`src/mcsr_pkg.sv`:
```
`timescale 1ns / 1ps

package mcsr_pkg;

    // input item: one midi byte or one command packet
    typedef struct packed {
        logic       operation;
        logic [7:0] midi_byte;
        logic [7:0] command;
        logic [7:0] arg_one;
        logic [7:0] arg_two;
        logic [7:0] arg_three;
        logic [7:0] remote_octet;
    } in_item_t;

    // result item
    typedef struct packed {
        logic [1:0] kind;
        logic [7:0] dest_octet;
        logic [2:0] byte_count;
        logic [7:0] byte_zero;
        logic [7:0] byte_one;
        logic [7:0] byte_two;
        logic [7:0] byte_three;
        logic [2:0] op_status;
        logic       last;
    } result_t;

    // operation codes
    localparam logic OP_MIDI    = 1'b0;
    localparam logic OP_COMMAND = 1'b1;

    // command codes
    localparam logic [7:0] CMD_LIST = 8'h08;
    localparam logic [7:0] CMD_DEL  = 8'h0E;
    localparam logic [7:0] CMD_ADD  = 8'h0F;
    localparam logic [7:0] CMD_OUT2 = 8'hA2;
    localparam logic [7:0] CMD_OUT3 = 8'hA3;
    localparam logic [7:0] CMD_SELF = 8'hFF;

    // packet tags
    localparam logic [7:0] TAG_MSG  = 8'hA3;
    localparam logic [7:0] TAG_RUN  = 8'hA2;
    localparam logic [7:0] TAG_LIST = 8'h80;

    // result kinds
    localparam logic [1:0] KIND_SUB    = 2'd0;
    localparam logic [1:0] KIND_LIST   = 2'd1;
    localparam logic [1:0] KIND_MIDI   = 2'd2;
    localparam logic [1:0] KIND_STATUS = 2'd3;

    // table operation status
    localparam logic [2:0] ST_DONE  = 3'd0;
    localparam logic [2:0] ST_DUP   = 3'd1;
    localparam logic [2:0] ST_FULL  = 3'd2;
    localparam logic [2:0] ST_RANGE = 3'd3;
    localparam logic [2:0] ST_NONE  = 3'd4;

    // at most this many results per item
    localparam int unsigned MAX_RESULTS = 16;
    localparam int unsigned NRES_W      = 5;

    // what a table walk is for
    typedef enum logic [2:0] {
        M_MSG  = 3'd0,
        M_RUN  = 3'd1,
        M_LIST = 3'd2,
        M_ADD  = 3'd3,
        M_DEL  = 3'd4
    } mode_t;

    // table status reply
    function automatic result_t mk_status(input logic [7:0] dest, input logic [2:0] st);
        result_t r;
        r            = '0;
        r.kind       = KIND_STATUS;
        r.dest_octet = dest;
        r.op_status  = st;
        r.last       = 1'b1;
        return r;
    endfunction

endpackage

```
`src/mcsr_ram.sv`:
```
`timescale 1ns / 1ps

module mcsr_ram #(
    parameter int WIDTH = 16,
    parameter int DEPTH = 16
) (
    input  logic                                 clk,
    input  logic                                 wr_en,
    input  logic [(DEPTH > 1 ? $clog2(DEPTH) : 1)-1:0] wr_addr,
    input  logic [WIDTH-1:0]                     wr_data,
    input  logic [(DEPTH > 1 ? $clog2(DEPTH) : 1)-1:0] rd_addr,
    output logic [WIDTH-1:0]                     rd_data
);

    logic [WIDTH-1:0] mem [DEPTH];

    // one write port, registered read port
    always_ff @(posedge clk)
    begin
        if (wr_en)
        begin
            mem[wr_addr] <= wr_data;
        end
        rd_data <= mem[rd_addr];
    end

endmodule

```
`src/midi_channel_subscription_router.sv`:
```
`timescale 1ns / 1ps

// channel   ports                     direction  handshake
// item      start, busy, item         in         taken when start high and busy low
// result    result_valid, result      out        up to 16 results per item, no back-pressure
//
// status bytes, first data bytes, fixed replies and commands rejected at once need no table walk.
// a table walk reads the stored entries in order through a registered table read feeding one
// shared compare unit; a delete also moves each entry after the match down by one.
// rst_n clears the parser flags and the subscription count; table contents need no reset.
// results go out as they are found and cannot be held off by the receiver.

module midi_channel_subscription_router #(
    parameter int TABLE_DEPTH = 16
) (
    input  logic              clk,
    input  logic              rst_n,
    input  logic              start,
    output logic              busy,
    input  mcsr_pkg::in_item_t item,
    output logic              result_valid,
    output mcsr_pkg::result_t result
);

    localparam int CW = $clog2(TABLE_DEPTH + 1);
    localparam int IW = (TABLE_DEPTH > 1) ? $clog2(TABLE_DEPTH) : 1;

    typedef enum logic [5:0] {
        S_IDLE  = 6'b000001,
        S_RD    = 6'b000010,
        S_CHK   = 6'b000100,
        S_FIN   = 6'b001000,
        S_SH_RD = 6'b010000,
        S_SH_WR = 6'b100000
    } state_t;

    state_t               state_reg, state_next;
    mcsr_pkg::mode_t      mode_reg, mode_next;
    logic [CW-1:0]        idx_reg, idx_next;
    logic [CW-1:0]        count_reg, count_next;
    logic                 have_status_reg, have_status_next;
    logic                 have_first_reg, have_first_next;
    logic [7:0]           status_byte_reg, status_byte_next;
    logic [7:0]           first_data_reg, first_data_next;
    logic [3:0]           source_channel_reg, source_channel_next;
    logic                 pend_valid_reg, pend_valid_next;
    mcsr_pkg::result_t    pend_reg, pend_next;
    logic [mcsr_pkg::NRES_W-1:0] nres_reg, nres_next;
    logic [7:0]           data_reg, data_next;
    logic [7:0]           rem_reg, rem_next;
    logic [15:0]          key_reg, key_next;
    logic                 out_valid_reg, out_valid_next;
    mcsr_pkg::result_t    out_reg, out_next;

    logic                 ram_we;
    logic [IW-1:0]        ram_waddr;
    logic [15:0]          ram_wdata;
    logic [IW-1:0]        ram_raddr;
    logic [15:0]          rd_data;
    logic [CW-1:0]        idx_inc;
    logic                 hit;
    logic                 full;
    logic                 bad_chan;
    mcsr_pkg::result_t    entry_res;

    assign busy         = (state_reg != S_IDLE);
    assign result_valid = out_valid_reg;
    assign result       = out_reg;

    assign idx_inc   = idx_reg + 1'b1;
    assign full      = (count_reg == CW'(TABLE_DEPTH));
    assign bad_chan  = (item.arg_one[7:4] != 4'd0) || (item.arg_three[7:4] != 4'd0);
    assign ram_raddr = (state_reg == S_SH_RD) ? idx_inc[IW-1:0] : idx_reg[IW-1:0];

    mcsr_ram #(
        .WIDTH(16),
        .DEPTH(TABLE_DEPTH)
    ) u_table (
        .clk    (clk),
        .wr_en  (ram_we),
        .wr_addr(ram_waddr),
        .wr_data(ram_wdata),
        .rd_addr(ram_raddr),
        .rd_data(rd_data)
    );

    // shared compare unit on the entry just read
    always_comb
    begin
        unique case (mode_reg)
            mcsr_pkg::M_MSG,
            mcsr_pkg::M_RUN:  hit = (rd_data[7:4] == source_channel_reg);
            mcsr_pkg::M_LIST: hit = 1'b1;
            mcsr_pkg::M_ADD,
            mcsr_pkg::M_DEL:  hit = (rd_data == key_reg);
            default:          hit = 1'b0;
        endcase
    end

    // result built from the entry just read
    always_comb
    begin
        entry_res      = '0;
        entry_res.kind = mcsr_pkg::KIND_SUB;
        entry_res.dest_octet = rd_data[15:8];
        unique case (mode_reg)
            mcsr_pkg::M_MSG:
            begin
                entry_res.byte_count = 3'd4;
                entry_res.byte_zero  = mcsr_pkg::TAG_MSG;
                entry_res.byte_one   = {status_byte_reg[7:4], rd_data[3:0]};
                entry_res.byte_two   = first_data_reg;
                entry_res.byte_three = data_reg;
            end
            mcsr_pkg::M_RUN:
            begin
                entry_res.byte_count = 3'd3;
                entry_res.byte_zero  = mcsr_pkg::TAG_RUN;
                entry_res.byte_one   = first_data_reg;
                entry_res.byte_two   = data_reg;
            end
            default:
            begin
                entry_res.kind       = mcsr_pkg::KIND_LIST;
                entry_res.dest_octet = rem_reg;
                entry_res.byte_count = 3'd4;
                entry_res.byte_zero  = mcsr_pkg::TAG_LIST;
                entry_res.byte_one   = {4'd0, rd_data[7:4]};
                entry_res.byte_two   = rd_data[15:8];
                entry_res.byte_three = {4'd0, rd_data[3:0]};
            end
        endcase
    end

    // sequencer
    always_comb
    begin
        state_next          = state_reg;
        mode_next           = mode_reg;
        idx_next            = idx_reg;
        count_next          = count_reg;
        have_status_next    = have_status_reg;
        have_first_next     = have_first_reg;
        status_byte_next    = status_byte_reg;
        first_data_next     = first_data_reg;
        source_channel_next = source_channel_reg;
        pend_valid_next     = pend_valid_reg;
        pend_next           = pend_reg;
        nres_next           = nres_reg;
        data_next           = data_reg;
        rem_next            = rem_reg;
        key_next            = key_reg;
        out_valid_next      = 1'b0;
        out_next            = out_reg;
        ram_we              = 1'b0;
        ram_waddr           = idx_reg[IW-1:0];
        ram_wdata           = rd_data;

        unique case (state_reg)
            S_IDLE:
            begin
                idx_next        = '0;
                pend_valid_next = 1'b0;
                nres_next       = '0;
                rem_next        = item.remote_octet;
                if (start)
                begin
                    if (item.operation == mcsr_pkg::OP_MIDI)
                    begin
                        priority if (item.midi_byte[7])
                        begin
                            status_byte_next = item.midi_byte;
                            have_status_next = 1'b1;
                            have_first_next  = 1'b0;
                        end
                        else if (!have_first_reg)
                        begin
                            first_data_next = item.midi_byte;
                            have_first_next = 1'b1;
                        end
                        else
                        begin
                            data_next        = item.midi_byte;
                            have_status_next = 1'b0;
                            have_first_next  = 1'b0;
                            state_next       = S_RD;
                            if (have_status_reg)
                            begin
                                source_channel_next = status_byte_reg[3:0];
                                mode_next           = mcsr_pkg::M_MSG;
                            end
                            else
                            begin
                                mode_next = mcsr_pkg::M_RUN;
                            end
                        end
                    end
                    else
                    begin
                        unique case (item.command)
                            mcsr_pkg::CMD_LIST:
                            begin
                                if (count_reg == '0)
                                begin
                                    out_valid_next      = 1'b1;
                                    out_next            = '0;
                                    out_next.kind       = mcsr_pkg::KIND_LIST;
                                    out_next.dest_octet = item.remote_octet;
                                    out_next.byte_count = 3'd4;
                                    out_next.byte_zero  = mcsr_pkg::TAG_LIST;
                                    out_next.byte_one   = 8'hFF;
                                    out_next.byte_three = 8'hFF;
                                    out_next.last       = 1'b1;
                                end
                                else
                                begin
                                    mode_next  = mcsr_pkg::M_LIST;
                                    state_next = S_RD;
                                end
                            end
                            mcsr_pkg::CMD_DEL:
                            begin
                                key_next = {item.arg_two, item.arg_one[3:0],
                                            item.arg_three[3:0]};
                                if (bad_chan)
                                begin
                                    out_valid_next = 1'b1;
                                    out_next = mcsr_pkg::mk_status(item.remote_octet,
                                                                   mcsr_pkg::ST_RANGE);
                                end
                                else
                                begin
                                    mode_next  = mcsr_pkg::M_DEL;
                                    state_next = S_RD;
                                end
                            end
                            mcsr_pkg::CMD_ADD:
                            begin
                                key_next = {item.arg_two, item.arg_one[3:0],
                                            item.arg_three[3:0]};
                                priority if (full)
                                begin
                                    out_valid_next = 1'b1;
                                    out_next = mcsr_pkg::mk_status(item.remote_octet,
                                                                   mcsr_pkg::ST_FULL);
                                end
                                else if (bad_chan)
                                begin
                                    out_valid_next = 1'b1;
                                    out_next = mcsr_pkg::mk_status(item.remote_octet,
                                                                   mcsr_pkg::ST_RANGE);
                                end
                                else
                                begin
                                    mode_next  = mcsr_pkg::M_ADD;
                                    state_next = S_RD;
                                end
                            end
                            mcsr_pkg::CMD_SELF:
                            begin
                                key_next = {item.remote_octet, 8'h00};
                                if (full)
                                begin
                                    out_valid_next = 1'b1;
                                    out_next = mcsr_pkg::mk_status(item.remote_octet,
                                                                   mcsr_pkg::ST_FULL);
                                end
                                else
                                begin
                                    mode_next  = mcsr_pkg::M_ADD;
                                    state_next = S_RD;
                                end
                            end
                            mcsr_pkg::CMD_OUT2:
                            begin
                                out_valid_next      = 1'b1;
                                out_next            = '0;
                                out_next.kind       = mcsr_pkg::KIND_MIDI;
                                out_next.byte_count = 3'd2;
                                out_next.byte_zero  = item.arg_one;
                                out_next.byte_one   = item.arg_two;
                                out_next.last       = 1'b1;
                            end
                            mcsr_pkg::CMD_OUT3:
                            begin
                                out_valid_next      = 1'b1;
                                out_next            = '0;
                                out_next.kind       = mcsr_pkg::KIND_MIDI;
                                out_next.byte_count = 3'd3;
                                out_next.byte_zero  = item.arg_one;
                                out_next.byte_one   = item.arg_two;
                                out_next.byte_two   = item.arg_three;
                                out_next.last       = 1'b1;
                            end
                            default:
                            begin
                            end
                        endcase
                    end
                end
            end

            // issue the read of the next entry, or finish the walk
            S_RD:
            begin
                if (idx_reg == count_reg)
                begin
                    state_next = S_FIN;
                end
                else
                begin
                    state_next = S_CHK;
                end
            end

            // entry data is here
            S_CHK:
            begin
                idx_next   = idx_inc;
                state_next = S_RD;
                unique case (mode_reg)
                    mcsr_pkg::M_ADD:
                    begin
                        if (hit)
                        begin
                            out_valid_next = 1'b1;
                            out_next = mcsr_pkg::mk_status(rem_reg, mcsr_pkg::ST_DUP);
                            state_next = S_IDLE;
                        end
                    end
                    mcsr_pkg::M_DEL:
                    begin
                        if (hit)
                        begin
                            idx_next   = idx_reg;
                            state_next = S_SH_RD;
                        end
                    end
                    default:
                    begin
                        // hold one result back so the final one can be marked
                        if (hit && (nres_reg < mcsr_pkg::NRES_W'(mcsr_pkg::MAX_RESULTS)))
                        begin
                            if (pend_valid_reg)
                            begin
                                out_valid_next = 1'b1;
                                out_next       = pend_reg;
                            end
                            pend_valid_next = 1'b1;
                            pend_next       = entry_res;
                            nres_next       = nres_reg + 1'b1;
                        end
                    end
                endcase
            end

            // end of walk
            S_FIN:
            begin
                state_next = S_IDLE;
                unique case (mode_reg)
                    mcsr_pkg::M_ADD:
                    begin
                        ram_we         = 1'b1;
                        ram_waddr      = count_reg[IW-1:0];
                        ram_wdata      = key_reg;
                        count_next     = count_reg + 1'b1;
                        out_valid_next = 1'b1;
                        out_next = mcsr_pkg::mk_status(rem_reg, mcsr_pkg::ST_DONE);
                    end
                    mcsr_pkg::M_DEL:
                    begin
                        out_valid_next = 1'b1;
                        out_next = mcsr_pkg::mk_status(rem_reg, mcsr_pkg::ST_NONE);
                    end
                    default:
                    begin
                        if (pend_valid_reg)
                        begin
                            out_valid_next = 1'b1;
                            out_next       = pend_reg;
                            out_next.last  = 1'b1;
                        end
                    end
                endcase
            end

            // move the following entry down by one
            S_SH_RD:
            begin
                if (idx_inc < count_reg)
                begin
                    state_next = S_SH_WR;
                end
                else
                begin
                    count_next     = count_reg - 1'b1;
                    out_valid_next = 1'b1;
                    out_next   = mcsr_pkg::mk_status(rem_reg, mcsr_pkg::ST_DONE);
                    state_next = S_IDLE;
                end
            end

            S_SH_WR:
            begin
                ram_we     = 1'b1;
                ram_waddr  = idx_reg[IW-1:0];
                ram_wdata  = rd_data;
                idx_next   = idx_inc;
                state_next = S_SH_RD;
            end

            default:
            begin
                state_next = S_IDLE;
            end
        endcase
    end

    // control state
    always_ff @(posedge clk or negedge rst_n)
    begin
        if (!rst_n)
        begin
            state_reg          <= S_IDLE;
            count_reg          <= '0;
            have_status_reg    <= 1'b0;
            have_first_reg     <= 1'b0;
            status_byte_reg    <= '0;
            first_data_reg     <= '0;
            source_channel_reg <= '0;
            pend_valid_reg     <= 1'b0;
            out_valid_reg      <= 1'b0;
        end
        else
        begin
            state_reg          <= state_next;
            count_reg          <= count_next;
            have_status_reg    <= have_status_next;
            have_first_reg     <= have_first_next;
            status_byte_reg    <= status_byte_next;
            first_data_reg     <= first_data_next;
            source_channel_reg <= source_channel_next;
            pend_valid_reg     <= pend_valid_next;
            out_valid_reg      <= out_valid_next;
        end
    end

    // payload and walk registers
    always_ff @(posedge clk)
    begin
        mode_reg <= mode_next;
        idx_reg  <= idx_next;
        pend_reg <= pend_next;
        nres_reg <= nres_next;
        data_reg <= data_next;
        rem_reg  <= rem_next;
        key_reg  <= key_next;
        out_reg  <= out_next;
    end

endmodule

```
`config.mk`:
```
export PLATFORM = sky130hd
export DESIGN_NAME = midi_channel_subscription_router
export DESIGN_NICKNAME = d
export VERILOG_FILES = /design/src/mcsr_pkg.sv /design/src/mcsr_ram.sv /design/src/midi_channel_subscription_router.sv
export SDC_FILE = /design/constraint.sdc
export NUM_CORES = 1
export LEC_CHECK = 0
export BUFFER_PORTS_ARGS = -buffer_cell sky130_fd_sc_hd__buf_4
export CORE_MARGIN = 2
export CORE_UTILIZATION = 50
export DETAILED_ROUTE_END_ITERATION = 8
export PLACE_DENSITY = 0.77
export SLEW_MARGIN = 30
export SYNTH_ARGS = -nofsm -noshare
export SYNTH_HDL_FRONTEND = slang
export SYNTH_SLANG_ARGS = --single-unit
```
`constraint.sdc`:
```
create_clock -name clk -period 6.3 [get_ports clk]
set_input_delay 0.945 -clock clk [delete_from_list [all_inputs] [get_ports clk]]
set_output_delay 0.945 -clock clk [all_outputs]
set_load 0.01 [all_outputs]
```
==> results of run 1 <==
## cells in the mapped netlist, types with 13 or more instances
library cell  count
mux2_2           19
mux2i_1         101
nor2b_1          13
a21oi_1          29
inv_1            21
dfxtp_1          16
nand2_1         260
a32oi_1          17
nor2_1           53
edfxtp_1        385
clkbuf_1         56
o21ai_0          60
xnor2_1          16
buf_2            23
and2_1           13
a22oi_1          21
nand3_1          44
nor3_1           14
o311ai_0         33
mux4_2           30
dfrtp_1          33
and3_1           18
a41o_1           15
xor2_1           21
a2bb2oi_1        30
## placed cells by master (no fill, tap or decap), types with 10 or more instances in the layout
cell	netlist	final
a2bb2oi_1	30	30
o311ai_0	33	33
xor2_1	21	21
a21oi_1	29	29
buf_4	2	134
and3_1	18	18
dfxtp_1	16	16
a32oi_1	17	17
nand3_1	44	44
a22oi_1	21	21
dfrtp_1	33	33
mux2i_1	101	101
edfxtp_1	385	385
o21ai_0	60	60
nand3b_1	10	10
a41o_1	15	15
nor3_1	14	11
and2_1	13	13
ha_1	10	10
clkbuf_1	56	16
nor2_1	53	53
mux4_2	30	30
inv_1	21	20
clkbuf_16	0	44
nor2b_1	13	13
nand2_1	260	260
xnor2_1	16	14
mux2_2	19	19
## routing by layer
layer | GRT usage, % | up-vias | share of wire (%)
met2 | 37.2 | 774 | 46
met4 | 8.47 | 0 | 3.4
met3 | 4.82 | 105 | 9.8
li1 | - | 5885 | -
met1 | 33.3 | 6531 | 40
met5 | 0 | - | 0
## critical path, delay by kind of cell, from the launching register on
kind,cells,cell delay [ps]
muxes,1,160
xor gates and xnor gates,1,170
AOI/OAI and AO/OA,2,530
buffers and inverters,3,2190
DFF,1,620
## power by group
group | switching (mW) | internal (mW) | total [mW]
Sequential | 0.264 | 3.64 | 3.90
Combinational | 1.52 | 0.992 | 2.51
Clock | 1.08 | 1.38 | 2.46
## metrics by stage
| step | setup WS, ps | hold slack (ps) | std cells |
|---|---|---|---|
| floorplan | 249 | 425 | 1484 |
| detailed placement | 2330 | 454 | 2049 |
| CTS | 2400 | 336 | 2130 |
| global placement | 2350 | 441 | 2046 |
| global route | 2110 | 356 | 2130 |
| finish | 2390 | 335 | 2130 |
## cell families (layout without fill, tap and decap cells)
family,after synthesis,after routing,synth area share (%)
xor+xnor,40,40,1.89
fa+ha+maj,11,11,0.734
buf+inv,113,241,2.49
mux,150,150,9.61
compound gates,269,269,10.0
flops,435,435,64.4
simple gates,466,466,10.8
## worst min path at each step
stage	from	endpoint	slack (ps)	cells after the start
2_1_floorplan	status_byte_reg[7]	status_byte_reg[7]	430	1
3_3_place_gp	status_byte_reg[7]	status_byte_reg[7]	440	1
3_5_place_dp	status_byte_reg[7]	status_byte_reg[7]	450	1
4_1_cts	rst_n	first_data_reg[5]	340	1
5_1_grt	rst_n	first_data_reg[5]	360	1
6_report	rst_n	first_data_reg[5]	330	1
## cell type report
| type | count | area [µm²] |
|---|---|---|
| fillers | 2945 | 16300 |
| flip-flops and latches | 435 | 12700 |
| multi-input cells | 936 | 6620 |
| clock buffers | 60 | 1160 |
| repair buffers | 137 | 1060 |
| well taps | 518 | 648 |
| clock inverters | 21 | 173 |
| inverters | 23 | 86.3 |
==> metrics, run 1 <==
status finished clean; Avg WL per Cell about 23 µm; largest net degree at the start of global routing 70; Final Hold Viols 0; CTS tree yes; area share of the leading cell type in the synthesized netlist between 50% and 60%; vias in the first global route approximately 13,000; Setup Skew around 27 ps; Inserted Clock Buffers 44; Post-Route Setup TNS 0 ps; Pwr Total 8.87 mW; Placed Area 21,100 µm²; Post-Synthesis Cells 1,484; DR iter-0 viols between 1,000 and 1,500; fin. max-slew vios 0; crit path launch type flip-flop; max FFs per register about 260; GPL Wtd Cong 0.880; worst-skew pair later-pin latency just under 600 ps; reg2reg end u_table.rd_data[14]; Tmin final 3910 ps; Synth Net Count ~1,500; Final ANT Viol Nets 0; synthesized cell area between 15,000 and 20,000 µm²; # diodes 0; Layout Area Growth over Synthesis 13.7%; Worst Path Required between 6000 and 7000 ps; Power Density roughly 390 nW/µm²; P_leak ~8 nW; maximum root-to-sink buffer count 3; number of remaining DRC errors 0; Slew HR a little over 30%; reg2reg setup slack approximately 2400 ps; CP endpoint kind flip-flop; die width roughly 200 µm; max capacitance violation total 0; Most used DFF post-synth edfxtp_1; global-route wire length before repair 75.1 mm; via-per-instance ratio approximately 6.2; clk slew on worst S/H paths approximately 60 ps; htree depth 2; core footprint 38,800 µm²; Worst-Margin Slew about 1000 ps; io pins between 100 and 150; total track usage about a quarter; Initial Utilization between 50 and 60%; CP startpoint idx_reg[0]; Synth area leaders edfxtp_1 (58%), mux2i_1 (5.1%), nand2_1 (4.9%), dfrtp_1 (4.2%), mux4_2 (3.4%); cts hold-fix bufs 0; Die Y 203 µm; CP Class flip-flop to flip-flop; initial antenna violation count 0; Post-Route Utilization 57.9%; worst path cell trace buf_4, buf_4, xnor2_4, buf_4, mux2i_1, a221o_1, o22ai_1; class of the worst hold path primary input to async pin; Detailed Route WL ~50 mm; FF-to-FF path depth 7; Critical R2R Launch idx_reg[0]; Port-buffer cells 102; Netlist cell types 75; CTS Root Cell clkbuf_16; cell mode on critical path buf_4; total congestion overflow 0; drt first pass iters 5; layout cells sized above 1 roughly 17%; Final setup viols 0; post-synthesis area per instance approximately 13 µm²; sequential cell area fraction in the yosys report 64.4%; Tcrit/Tclk final 62.1%; Max Clk Rate 256 MHz; ys async rst share between 7 and 8%; slowest stage cell, crit path buf_4; floorplan row count 72; largest area contributor in the netlist edfxtp_1; maximum vdd drop 218 µV; Post-synth EDFFs slightly below 400; arrival time worst endpoint between 4000 and 5000 ps; Post-CTS Resized 0; Worst Path Max Fanout 64; post-CTS setup buffers 0; CP Capture Point u_table.rd_data[14]; CTS Sinks approximately 440; Ys Warns 0; FF+latch count, synth ~440; RSZ-0062 raised after global routing no; die area 41,100 µm²; crit-path max cell delay a little under 800 ps; Post-DP HPWL slightly above 30 mm; Vias about 13,000; post-route cell area ~22,000 µm²; Final nets about 1,600
No activity file was read; power rests on OpenSTA's default activity.
==> run 2: changes to the inputs <==
==> constraint.sdc (replaced) <==
create_clock -name clk -period 3.5 [get_ports clk]
set_input_delay 0.525 -clock clk [delete_from_list [all_inputs] [get_ports clk]]
set_output_delay 0.525 -clock clk [all_outputs]
set_load 0.01 [all_outputs]
==> run 2 against run 1 <==
Design area increased by 1.3%. Die area unchanged. Clock power increased by 96%. Sequential power increased by 79%. Power increased by 84%. Register-to-register slack got worse by 1900 ps. Worst hold slack got worse by 190 ps. Global-route usage increased by 0.66 points. Clock-buffer cell count decreased by 2. Sequential share of layout area decreased by 0.75 points. Largest cell class unchanged.
==> metrics, run 2 (synthesis gave the netlist of run 1 again) <==
status finished clean (unchanged); Final Hold Viols 0 (unchanged); CP Class flip-flop to flip-flop (unchanged); clk slew on worst S/H paths 60 ps (about the same); met2 usage 38.9% (was 37.2%); initial antenna violation count 1 (was 0); Placed Area 21,300 µm² (was 21,100 µm²); Comb pwr share 27.9% (was 28.3%); vias in the first global route 13,300 (was 12,800); post-CTS setup buffers 0 (unchanged); cts hold-fix bufs 1 (was 0); Avg WL per Cell 23.6 µm (was 23.1 µm); worst path cell trace ha_2, and2_1, nand2_1, xnor2_1, ha_1, o21ai_0, a21oi_1, nor3_1, a221o_1, nor3_4, buf_12 (was buf_4, buf_4, xnor2_4, buf_4, mux2i_1, a221o_1, o22ai_1); die area 41,100 µm² (unchanged); Inserted Clock Buffers 44 (unchanged); final non-filler cell total 2,148 (was 2,130); Fillers 2,944 (was 2,945); crit-path max cell delay 490 ps (was 790 ps); DR iter-0 viols 1,568 (was 1,386); Setup Skew 32.2 ps (was 27.0 ps); GPL Wtd Cong 0.903 (was 0.880); maximum root-to-sink buffer count 3 (unchanged); via-per-instance ratio 6.29 (was 6.24); P_leak 8.07 nW (was 7.91 nW); CTS Sinks 435 (unchanged); Post-CTS Resized 0 (unchanged); class of the worst hold path primary input to flip-flop (was primary input to async pin); Flop pwr share 42.6% (was 44.0%); placed cell count 2,065 (was 2,049); Port-buffer cells 102 (unchanged); layer carrying the most global-route usage met2 (unchanged); number of remaining DRC errors 0 (unchanged); P_int 11.2 mW (was 6.01 mW); die width 203 µm (unchanged); most frequent cells in the layout edfxtp_1 (385), nand2_1 (260), buf_4 (150) (was edfxtp_1 (385), nand2_1 (260), buf_4 (134)); Clock Power Share 29.5% (was 27.7%); Max Clk Rate 334 MHz (was 256 MHz); htree depth 2 (unchanged); WHS 147 ps (was 335 ps); Initial Utilization 50.9% (unchanged); area of the multi-input gates 6620 µm² (about the same); Vias 13,500 (was 13,300); Worst Path Buf+Inv 1 (was 3); grt met1 use 33.6% (was 33.3%); total congestion overflow 0 (unchanged); max FFs per register 256 (unchanged); Post-DP HPWL 31.4 mm (was 30.9 mm); drt first pass iters 6 (was 5); register area 12,700 µm² (unchanged); fin. max-slew vios 0 (unchanged); largest net degree at the start of global routing 99 (was 70); Die Y 203 µm (unchanged); RSZ-0062 raised after global routing no (unchanged); commonest non-fill, non-tap cell in the layout edfxtp_1 (unchanged); Worst Path Required 3750 ps (was 6770 ps); core footprint 38,800 µm² (unchanged); Tcrit/Tclk final 85.6% (was 62.1%); met3 Resource Use GR 5.01% (was 4.82%); Layout Area Growth over Synthesis 15.3% (was 13.7%); crit path launch type flip-flop (unchanged); # diodes 0 (unchanged); io pins 103 (unchanged); NetSw 5.14 mW (was 2.86 mW); worst-skew pair later-pin latency 580 ps (about the same); Final nets 1,657 (was 1,640); global-route wire length before repair 77.1 mm (was 75.1 mm); Slew HR 34.7% (was 31.1%); post-route cell area 22,800 µm² (was 22,500 µm²); CTS tree yes (unchanged); Detailed Route WL 50.6 mm (was 49.1 mm); floorplan row count 72 (unchanged); slowest stage cell, crit path edfxtp_1 (was buf_4); layout cells sized above 1 18.9% (was 17.4%); Power Density 719 nW/µm² (was 395 nW/µm²); Worst Path Max Fanout 49 (was 64); top cell family by delay on the critical path compound AO/OA/AOI/OAI gates (was buffers and inverters); arrival time worst endpoint 3240 ps (was 4380 ps); max capacitance violation total 0 (unchanged); switching share of power 31.4% (was 32.2%); CTS Root Cell clkbuf_16 (unchanged); total track usage 24.4% (was 23.8%); CP endpoint kind flip-flop (unchanged); Final ANT Viol Nets 0 (unchanged); Tmin final 3000 ps (was 3910 ps); Post-Route Setup TNS 0 ps (unchanged); Post-Route Utilization 58.7% (was 57.9%); Worst-Margin Slew 980 ps (was 1030 ps); Final setup viols 0 (unchanged); maximum vdd drop 436 µV (was 218 µV)
[run 2: cell types whose count changed in the layout (fill, tap and decap cells not counted), moves of 3 or more]
cell,previous run,this run
buf_4,134,150
clkbuf_1,16,8
clkbuf_8,0,4
buf_12,0,3
bufinv_16,2,5
clkinv_2,9,12
[run 2: power by group through the flow]
stage	Clock (mW)	Sequential (mW)	Combinational, mW
6_report	4.83	6.97	4.57
5_1_grt	5.06	7.00	4.91
4_1_cts	4.88	6.95	4.55
3_5_place_dp	0	7.06	4.50
3_3_place_gp	0	7.04	4.37
2_1_floorplan	0	6.87	3.22
[run 2: area by class of cell]
cell class	instances	area share, %
clock buffer	58	5.43
clock inverter	24	1.14
inverter	23	0.390
multi-input combinational	936	29.1
sequential	435	55.9
tap	518	2.84
timing repair buffer	154	5.25
[run 2: layer usage]
| layer | vias to the layer above | wire length, µm |
|---|---|---|
| met4 | 2 | 1510 |
| li1 | 5913 | - |
| met2 | 817 | 23900 |
| met1 | 6659 | 19800 |
| met3 | 117 | 5420 |
| met5 | - | 13 |
[run 2: through the flow]
step           worst slack, ps  total power [mW]
2_1_floorplan             1.90              10.1
3_3_place_gp               577              11.4
3_5_place_dp               548              11.6
4_1_cts                    537              16.4
5_1_grt                    283              17.0
6_report                   505              16.4
[run 2: final timing paths]
| path | start | endpoint | slack, ps | depth (start not counted) |
|---|---|---|---|---|
| worst max register to register | idx_reg[1] | result[23] | 500 | 11 |
| max in group asynchronous | rst_n | state_reg[0] | 2640 | 2 |
| worst min-delay path | item[45] | data_reg[5] | 150 | 1 |
| worst min register to register | status_byte_reg[7] | status_byte_reg[7] | 480 | 1 |
| worst max-delay path | idx_reg[1] | result[23] | 500 | 11 |
| min in group asynchronous | rst_n | status_byte_reg[7] | 470 | 2 |
